### src/sv/kpd_pkg.sv
// ----------------------------------------------------------------------------
// kpd_pkg: shared types and constants for the keypad press debouncer
// Field widths, command codes and the structs passed between the key lanes
// and the merge/output stage.
// ----------------------------------------------------------------------------
package kpd_pkg;

  localparam int KEY_W         = 16;  // width of key maps
  localparam int KEY_IDX_W     = 4;   // width of a key index
  localparam int TIME_W        = 32;  // timestamp width, wraps modulo 2^32
  localparam int DEB_W         = 8;   // debounce register width
  localparam int NUM_KEYS_DEF  = 16;

  localparam logic [DEB_W-1:0]  DEBOUNCE_RESET = 8'd5;
  localparam logic [TIME_W-1:0] MIN_ELAPSED    = 32'd1;

  typedef enum logic {
    CMD_SAMPLE = 1'b0,
    CMD_QUERY  = 1'b1
  } cmd_t;

  // broadcast to every lane for the request being accepted
  typedef struct packed {
    logic                  sample;
    logic                  query;
    logic [TIME_W-1:0]     now_ms;
    logic [KEY_IDX_W-1:0]  key_index;
    logic [DEB_W-1:0]      debounce_ms;
  } lane_cmd_t;

  // per-lane result
  typedef struct packed {
    logic fired;     // query hit a set latch
    logic pend_nxt;  // latch after this request
    logic pend_q;    // latch currently held
  } lane_stat_t;

endpackage

### src/sv/kpd_if.sv
// ----------------------------------------------------------------------------
// kpd_if: valid/ready channels of the keypad press debouncer
// Request channel (sample or query) and result channel.
// ----------------------------------------------------------------------------
interface kpd_in_if;
  import kpd_pkg::*;

  logic                  valid;
  logic                  ready;
  logic                  cmd;
  logic [TIME_W-1:0]     now_ms;
  logic [KEY_W-1:0]      pressed_keys;
  logic [KEY_IDX_W-1:0]  key_index;

  modport source (output valid, cmd, now_ms, pressed_keys, key_index, input ready);
  modport sink   (input valid, cmd, now_ms, pressed_keys, key_index, output ready);
endinterface

interface kpd_out_if;
  import kpd_pkg::*;

  logic              valid;
  logic              ready;
  logic              fired;
  logic [KEY_W-1:0]  pending_keys;

  modport source (output valid, fired, pending_keys, input ready);
  modport sink   (input valid, fired, pending_keys, output ready);
endinterface

### src/sv/kpd_lane.sv
// ----------------------------------------------------------------------------
// kpd_lane: debounce state of one key
// Holds press start time, armed flag, pending latch and the previous level;
// ages the timer, detects edges and serves queries for its own index.
// ----------------------------------------------------------------------------
module kpd_lane #(
  parameter int LANE_IDX = 0
) (
  input  logic                   clk,
  input  logic                   rst_n,
  input  kpd_pkg::lane_cmd_t     cmd,
  input  logic                   key_now,
  output kpd_pkg::lane_stat_t    stat
);
  import kpd_pkg::*;

  logic [TIME_W-1:0] start_r, start_nxt;
  logic              armed_r, armed_nxt;
  logic              pend_r,  pend_nxt;
  logic              prev_r,  prev_nxt;

  logic [TIME_W-1:0] elapsed;
  logic              expired;
  logic              armed_aged;
  logic              pend_aged;
  logic              hit;

  assign elapsed    = cmd.now_ms - start_r;
  assign expired    = armed_r && (elapsed > {{(TIME_W-DEB_W){1'b0}}, cmd.debounce_ms});
  assign armed_aged = armed_r && !expired;
  // an elapsed time of one tick disarms without latching
  assign pend_aged  = pend_r || (expired && (elapsed > MIN_ELAPSED));
  assign hit        = cmd.query && (cmd.key_index == KEY_IDX_W'(LANE_IDX));

  always_comb begin
    start_nxt = start_r;
    armed_nxt = armed_r;
    pend_nxt  = pend_r;
    prev_nxt  = prev_r;
    if (cmd.sample) begin
      prev_nxt = key_now;
      if (key_now && !prev_r) begin
        start_nxt = cmd.now_ms;
        armed_nxt = 1'b1;
        pend_nxt  = 1'b0;
      end else if (!key_now && prev_r) begin
        armed_nxt = 1'b0;
        pend_nxt  = pend_aged;
      end else begin
        armed_nxt = armed_aged;
        pend_nxt  = pend_aged;
      end
    end else if (hit) begin
      pend_nxt = 1'b0;
    end
  end

  always_ff @(posedge clk) begin
    start_r <= start_nxt;
    if (!rst_n) begin
      armed_r <= 1'b0;
      pend_r  <= 1'b0;
      prev_r  <= 1'b0;
    end else begin
      armed_r <= armed_nxt;
      pend_r  <= pend_nxt;
      prev_r  <= prev_nxt;
    end
  end

  assign stat.fired    = hit && pend_r;
  assign stat.pend_nxt = pend_nxt;
  assign stat.pend_q   = pend_r;

endmodule

### src/sv/kpd_merge.sv
// ----------------------------------------------------------------------------
// kpd_merge: merges lane results and buffers the result channel
// ORs the lane fired bits, gathers the pending map and holds results in an
// output register backed by a one-entry skid register.
// ----------------------------------------------------------------------------
module kpd_merge (
  input  logic                 clk,
  input  logic                 rst_n,
  input  logic                 push,
  input  kpd_pkg::lane_stat_t  lane_stat [kpd_pkg::KEY_W],
  output logic                 can_accept,
  kpd_out_if.source            out_ch
);
  import kpd_pkg::*;

  logic             fired_any;
  logic [KEY_W-1:0] pend_map;

  logic             ov_r, ov_nxt;
  logic             ofired_r, ofired_nxt;
  logic [KEY_W-1:0] opend_r, opend_nxt;
  logic             sv_r, sv_nxt;
  logic             sfired_r, sfired_nxt;
  logic [KEY_W-1:0] spend_r, spend_nxt;
  logic             pop;

  always_comb begin
    fired_any = 1'b0;
    for (int k = 0; k < KEY_W; k++) begin
      fired_any   = fired_any | lane_stat[k].fired;
      pend_map[k] = lane_stat[k].pend_nxt;
    end
  end

  assign pop        = ov_r && out_ch.ready;
  assign can_accept = !sv_r;

  always_comb begin
    ov_nxt     = ov_r;
    ofired_nxt = ofired_r;
    opend_nxt  = opend_r;
    sv_nxt     = sv_r;
    sfired_nxt = sfired_r;
    spend_nxt  = spend_r;
    if (pop) begin
      if (sv_r) begin
        ofired_nxt = sfired_r;
        opend_nxt  = spend_r;
        sv_nxt     = 1'b0;
      end else begin
        ov_nxt = 1'b0;
      end
    end
    if (push) begin
      if (!ov_r || pop) begin
        ov_nxt     = 1'b1;
        ofired_nxt = fired_any;
        opend_nxt  = pend_map;
      end else begin
        sv_nxt     = 1'b1;
        sfired_nxt = fired_any;
        spend_nxt  = pend_map;
      end
    end
  end

  always_ff @(posedge clk) begin
    ofired_r <= ofired_nxt;
    opend_r  <= opend_nxt;
    sfired_r <= sfired_nxt;
    spend_r  <= spend_nxt;
    if (!rst_n) begin
      ov_r <= 1'b0;
      sv_r <= 1'b0;
    end else begin
      ov_r <= ov_nxt;
      sv_r <= sv_nxt;
    end
  end

  assign out_ch.valid        = ov_r;
  assign out_ch.fired        = ofired_r;
  assign out_ch.pending_keys = opend_r;

endmodule

### src/sv/keypad_press_debouncer.sv
// ----------------------------------------------------------------------------
// keypad_press_debouncer: hold-time debouncer for up to 16 keypad keys
// One lane per key ages its timer and detects edges; a merge stage builds
// the result.
// ----------------------------------------------------------------------------
// Usage:
//   in_ch  : requests. cmd = sample carries now_ms and pressed_keys; a key
//            that stays pressed longer than debounce_ms ticks sets its
//            pending latch. cmd = query reads and clears key_index's latch.
//   out_ch : one result per request: fired (query only) and the pending map
//            after the request.
//   cfg_we / cfg_wdata : write debounce_ms; only while the block is idle.
// Output: results reach out_ch from the output register, never combinationally.
// Throughput: one request per cycle while in_ch.ready is high; all key lanes
//   update in the accept cycle, each with one 32-bit subtract and compare.
// Stall: an output register plus a one-entry skid register; in_ch.ready
//   drops only while both hold results the receiver has not taken.
// Reset (rst_n low, synchronous): all keys released and disarmed, latches
//   cleared, debounce_ms = 5, output and skid empty.
// ----------------------------------------------------------------------------
module keypad_press_debouncer #(
  parameter int NUM_KEYS = kpd_pkg::NUM_KEYS_DEF
) (
  input  logic                      clk,
  input  logic                      rst_n,
  input  logic                      cfg_we,
  input  logic [kpd_pkg::DEB_W-1:0] cfg_wdata,
  kpd_in_if.sink                    in_ch,
  kpd_out_if.source                 out_ch
);
  import kpd_pkg::*;

  logic [DEB_W-1:0] debounce_r, debounce_nxt;
  logic             in_fire;
  logic             can_accept;
  lane_cmd_t        lane_cmd;
  lane_stat_t       lane_stat [KEY_W];
  logic [KEY_W-1:0] fired_vec;
  logic [KEY_W-1:0] pend_vec;

  assign debounce_nxt = cfg_we ? cfg_wdata : debounce_r;

  always_ff @(posedge clk) begin
    if (!rst_n) begin
      debounce_r <= DEBOUNCE_RESET;
    end else begin
      debounce_r <= debounce_nxt;
    end
  end

  assign in_ch.ready = can_accept;
  assign in_fire     = in_ch.valid && can_accept;

  assign lane_cmd.sample      = in_fire && (in_ch.cmd == CMD_SAMPLE);
  assign lane_cmd.query       = in_fire && (in_ch.cmd == CMD_QUERY);
  assign lane_cmd.now_ms      = in_ch.now_ms;
  assign lane_cmd.key_index   = in_ch.key_index;
  assign lane_cmd.debounce_ms = debounce_r;

  for (genvar k = 0; k < KEY_W; k++) begin : g_lane
    if (k < NUM_KEYS) begin : g_key
      kpd_lane #(
        .LANE_IDX (k)
      ) u_lane (
        .clk     (clk),
        .rst_n   (rst_n),
        .cmd     (lane_cmd),
        .key_now (in_ch.pressed_keys[k]),
        .stat    (lane_stat[k])
      );
    end else begin : g_none
      assign lane_stat[k] = '0;
    end
    assign fired_vec[k] = lane_stat[k].fired;
    assign pend_vec[k]  = lane_stat[k].pend_q;
  end

  kpd_merge u_merge (
    .clk        (clk),
    .rst_n      (rst_n),
    .push       (in_fire),
    .lane_stat  (lane_stat),
    .can_accept (can_accept),
    .out_ch     (out_ch)
  );

  // at most one lane answers a query
  a_fired_onehot: assert property (@(posedge clk) disable iff (!rst_n)
    $onehot0(fired_vec))
    else $error("more than one lane fired");

  // a sample never reports fired
  a_sample_quiet: assert property (@(posedge clk) disable iff (!rst_n)
    lane_cmd.sample |-> (fired_vec == '0))
    else $error("fired on a sample request");

  // skid full implies the output register is full
  a_skid_order: assert property (@(posedge clk) disable iff (!rst_n)
    !in_ch.ready |-> out_ch.valid)
    else $error("skid holds a result with empty output register");

  // a query clears the latch of its key
  a_query_clears: assert property (@(posedge clk) disable iff (!rst_n)
    lane_cmd.query |=> !pend_vec[$past(in_ch.key_index)])
    else $error("latch still set after query");

  // keys beyond NUM_KEYS never show as pending
  a_unused_keys: assert property (@(posedge clk) disable iff (!rst_n)
    out_ch.valid |-> ((out_ch.pending_keys >> NUM_KEYS) == '0))
    else $error("pending bit set for an absent key");

endmodule
### src/flat_wrapper.sv
// flat-port wrapper written by rule: the top's interface ports become plain ports
module keypad_press_debouncer_flat import kpd_pkg::*;
#(
  parameter int NUM_KEYS = kpd_pkg::NUM_KEYS_DEF
)
  (clk, rst_n, cfg_we, cfg_wdata, in_ch_valid, in_ch_cmd, in_ch_now_ms, in_ch_pressed_keys, in_ch_key_index, in_ch_ready, out_ch_valid, out_ch_fired, out_ch_pending_keys, out_ch_ready);
  kpd_in_if in_ch_i ();
  kpd_out_if out_ch_i ();
  input  logic clk;
  input  logic rst_n;
  input  logic cfg_we;
  input  logic [kpd_pkg::DEB_W-1:0] cfg_wdata;
  input wire logic [$bits(in_ch_i.valid)-1:0] in_ch_valid;
  input wire logic [$bits(in_ch_i.cmd)-1:0] in_ch_cmd;
  input wire logic [$bits(in_ch_i.now_ms)-1:0] in_ch_now_ms;
  input wire logic [$bits(in_ch_i.pressed_keys)-1:0] in_ch_pressed_keys;
  input wire logic [$bits(in_ch_i.key_index)-1:0] in_ch_key_index;
  output wire logic [$bits(in_ch_i.ready)-1:0] in_ch_ready;
  output wire logic [$bits(out_ch_i.valid)-1:0] out_ch_valid;
  output wire logic [$bits(out_ch_i.fired)-1:0] out_ch_fired;
  output wire logic [$bits(out_ch_i.pending_keys)-1:0] out_ch_pending_keys;
  input wire logic [$bits(out_ch_i.ready)-1:0] out_ch_ready;
  assign in_ch_i.valid = in_ch_valid;
  assign in_ch_i.cmd = in_ch_cmd;
  assign in_ch_i.now_ms = in_ch_now_ms;
  assign in_ch_i.pressed_keys = in_ch_pressed_keys;
  assign in_ch_i.key_index = in_ch_key_index;
  assign in_ch_ready = in_ch_i.ready;
  assign out_ch_valid = out_ch_i.valid;
  assign out_ch_fired = out_ch_i.fired;
  assign out_ch_pending_keys = out_ch_i.pending_keys;
  assign out_ch_i.ready = out_ch_ready;
  keypad_press_debouncer #(.NUM_KEYS(NUM_KEYS)) u_core (.clk(clk), .rst_n(rst_n), .cfg_we(cfg_we), .cfg_wdata(cfg_wdata), .in_ch(in_ch_i), .out_ch(out_ch_i));
endmodule
### config.mk
export PLATFORM = sky130hd
export DESIGN_NAME = keypad_press_debouncer_flat
export DESIGN_NICKNAME = d
export VERILOG_FILES = /design/src/sv/kpd_pkg.sv /design/src/sv/kpd_if.sv /design/src/sv/kpd_lane.sv /design/src/sv/kpd_merge.sv /design/src/sv/keypad_press_debouncer.sv /design/src/flat_wrapper.sv
export SDC_FILE = /design/constraint.sdc
export NUM_CORES = 2
export LEC_CHECK = 0
export BUFFER_PORTS_ARGS = -buffer_cell sky130_fd_sc_hd__buf_2
export CORE_MARGIN = 2
export CORE_UTILIZATION = 30
export DETAILED_ROUTE_END_ITERATION = 10
export PLACE_DENSITY = 0.49
export SLEW_MARGIN = 20
export SYNTH_ARGS = -nofsm -noshare
export SYNTH_HDL_FRONTEND = slang
export SYNTH_HIERARCHICAL = 1
export SYNTH_SLANG_ARGS = --single-unit
### constraint.sdc
create_clock -name clk -period 11.5 [get_ports clk]
set_input_delay 2.3 -clock clk [delete_from_list [all_inputs] [get_ports clk]]
set_output_delay 2.3 -clock clk [all_outputs]
set_load 0.03 [all_outputs]
==> implementation parameters <==
Parameter                              Value

GRT
  Combined global-route utilization of all metal layers    0.202
  Met2 usage    0.333
  Global-route wire length before repair    306000 um
  Number of global-route vias before repair    48800
  Met3 demand-to-capacity share in global routing    0.0216
  Grt peak-use layer    met2
  Largest net degree at the start of global routing    91
  Remaining global-route overflow    0
  Initial antenna violation count    13
  Fraction of met1 tracks used by global routing    0.272

Timing
  Final Hold Vio Count    0
  Number of failing setup endpoints in the final timing report    0
  Final number of max-transition violations    0
  Clock Skew    0.0284 ns
  Tmin final    6.14 ns
  Maximum clock frequency    0.163 GHz
  Worst rel slew slack    0.256
  Setup repair after global routing missed its margin    false
  Setup total negative slack    0 ns
  Transition time at the pin with the least slew margin    1.12 ns
  Final worst-path cycle share    0.534
  Worst hold slack    0.501 ns

Die
  Height of the die    442 um
  Count of pins on the block boundary    85
  Cell Rows    160
  Die outline area    195000 um2
  Width of the die    442 um
  Floorplan core area    190000 um2
  Starting density of the core    0.302

Cells and area
  Share of post-route cells with drive strength above 1    0.0849
  Reg area    17400 um2
  Finished Core Util    0.333
  Layout overhead on the synthesized area    10.2%
  Area of the multi-input gates    36300 um2
  Leading cell types in the layout, fill and taps excluded    778 x inv_1, 624 x ha_1, 586 x a21oi_1, 567 x nand2_1, 529 x edfxtp_1
  Commonest non-fill, non-tap cell in the layout    inv_1
  Fill cell total of the finished layout    19800
  Final Net Count    7362

Critical path
  Startpoint types    input port
  Library cell contributing the largest single delay on the critical path    buf_2
  Critical Path Most Common Cell    o21ai_0
  Endpoint of the worst-slack reg-to-reg timing path    u_core/u_merge/out_ch.pending_keys[2]
  Origin of the worst setup path    in_ch_now_ms[28]
  CP peak stage delay    0.73 ns
  Top fanout value on the critical path    17
  Worst endpoint data arrival time    6.70 ns
  Data required time of the critical path    12.06 ns
  End point of the critical path    u_core/u_merge/out_ch.pending_keys[11]
  Worst Path Class, Setup    input port to flop
  Minimum setup slack among reg-to-reg paths    7.55 ns
  Crit path cell chain    buf_2 -> buf_4 -> ha_1 -> a21oi_1 -> o21ai_0 -> a222oi_1 -> o21ai_0 -> a2111oi_2 -> nand4_1 -> nor4b_2 -> nand2_1 -> o31a_1 -> mux2_4
  Reg2Reg Launch Point    u_core/g_lane[2].g_key.u_lane/start_r[0]
  Count of cells along the worst register-to-register path    13
  Critical Path Sink Type    flop

Hold path
  Class of the worst hold path    flop to flop
  Number of cells on the worst hold path    2

Route
  Remaining routing DRC violations    0
  Vias post-DR    51600
  Number of routed nets with antenna violations    0
  Number of violations reported at the end of detailed-routing iteration 0    4323
  Via-to-Cell Ratio    5.59
  Sum of routed wire length over all layers    205000 um
  Total iterations of the first detailed-routing run    8
  Routed length per instance    22.2 um

Power
  Worst vdd rail ir drop    0.0000967 V
  Total leakage power    25.0 nW
  Cell area power density    114 nW/um2

Synth
  Gate count of the mapped netlist    6607
  Post-synth design cell area    57600 um2
  Synthesized net count    7313
  Yosys Warn Count    6
  Syn_area_per_cell    8.71 um2

Clock network
  Num Clock Sinks    604
  Resized cells post-CTS    0
  Clock tree from TritonCTS    yes
  H-tree level count    3
  Postcts setup bufs    0
  Hold-fix buffers at CTS    0
  Post-CTS clock slew at the launch and capture registers of the worst setup and hold paths    0.06 ns
  CTS Buf Count    79
  Deepest clock path buffer count    3
  Root Buffer Master    clkbuf_16
  Clk_lat worst skew    0.70 ns

Placement
  HPWL after detailed placement    147000 um
  Routability-driven placement congestion ratio    0.931
  Count of buffers from port buffering    84

Run
  Number of max-cap violations    0

Run status
  Outcome    finished clean
-- state kept, by name (all words and copies together) (netlist names) --
signal,flops
u_core/debounce_r,8
u_core/u_merge/out_ch.fired,1
u_core/u_merge/sv_r,1
u_core/u_merge/spend_r,16
u_core/u_merge/out_ch.valid,1
u_core/g_lane.g_key.u_lane/start_r,512
u_core/g_lane.g_key.u_lane/pend_r,16
u_core/g_lane.g_key.u_lane/armed_r,16
u_core/u_merge/out_ch.pending_keys,16
u_core/g_lane.g_key.u_lane/prev_r,16
u_core/u_merge/sfired_r,1
-- layout make-up --
| cell class | instances | share of cell area |
|---|---|---|
| well taps | 2511 | 0.0495 |
| clock inverters | 36 | 0.00702 |
| clock buffers | 111 | 0.0366 |
| flip-flops and latches | 604 | 0.274 |
| diodes | 3 | 0.000118 |
| inverters | 778 | 0.0460 |
| multi-input cells | 5046 | 0.572 |
| repair buffers | 147 | 0.0147 |
-- worst min-delay path by stage --
stage | endpoint | slack, ns | from
floorplan | u_core/g_lane[11].g_key.u_lane/prev_r | 0.47 | u_core/g_lane[11].g_key.u_lane/prev_r
global placement | u_core/g_lane[11].g_key.u_lane/prev_r | 0.48 | u_core/g_lane[11].g_key.u_lane/prev_r
detailed placement | u_core/g_lane[7].g_key.u_lane/prev_r | 0.49 | u_core/g_lane[7].g_key.u_lane/prev_r
CTS | u_core/g_lane[7].g_key.u_lane/prev_r | 0.50 | u_core/g_lane[7].g_key.u_lane/prev_r
global route | u_core/g_lane[4].g_key.u_lane/prev_r | 0.53 | u_core/g_lane[4].g_key.u_lane/prev_r
finish | u_core/g_lane[7].g_key.u_lane/prev_r | 0.50 | u_core/g_lane[7].g_key.u_lane/prev_r
-- layer usage --
| metal | routed length [um] | part of all wire |
|---|---|---|
| met5 | 24 | 0.00012 |
| met4 | 7460 | 0.036 |
| met3 | 10200 | 0.050 |
| met2 | 94000 | 0.46 |
| met1 | 93000 | 0.45 |
-- per-stage QoR --
stage	worst slack, ns	instance area, um2	std cells	power [mW]
final	5.36	63500	9236	7.21
after global routing	5.14	63400	9233	7.60
after CTS	5.50	63400	9233	7.29
after detailed placement	4.82	60700	9086	4.57
after global placement	4.79	60600	9085	4.57
after floorplan	4.16	57600	6607	3.95
-- power breakdown --
group	leakage, nW	switching (mW)	total, mW	internal (mW)
clock network	1.34	1.04	2.66	1.62
registers	5.46	0.0393	2.50	2.46
logic	18.2	1.31	2.05	0.741
-- worst max-delay path: cells and delay by family --
family / cells / cell delay, ns
muxes: 1 / 0.29
and+or+nand+nor: 3 / 0.75
AOI/OAI and AO/OA: 6 / 1.65
buffers and inverters: 2 / 1.23
adders and majority gates: 1 / 0.42
Note: power is estimated with default switching activity, not from simulation.
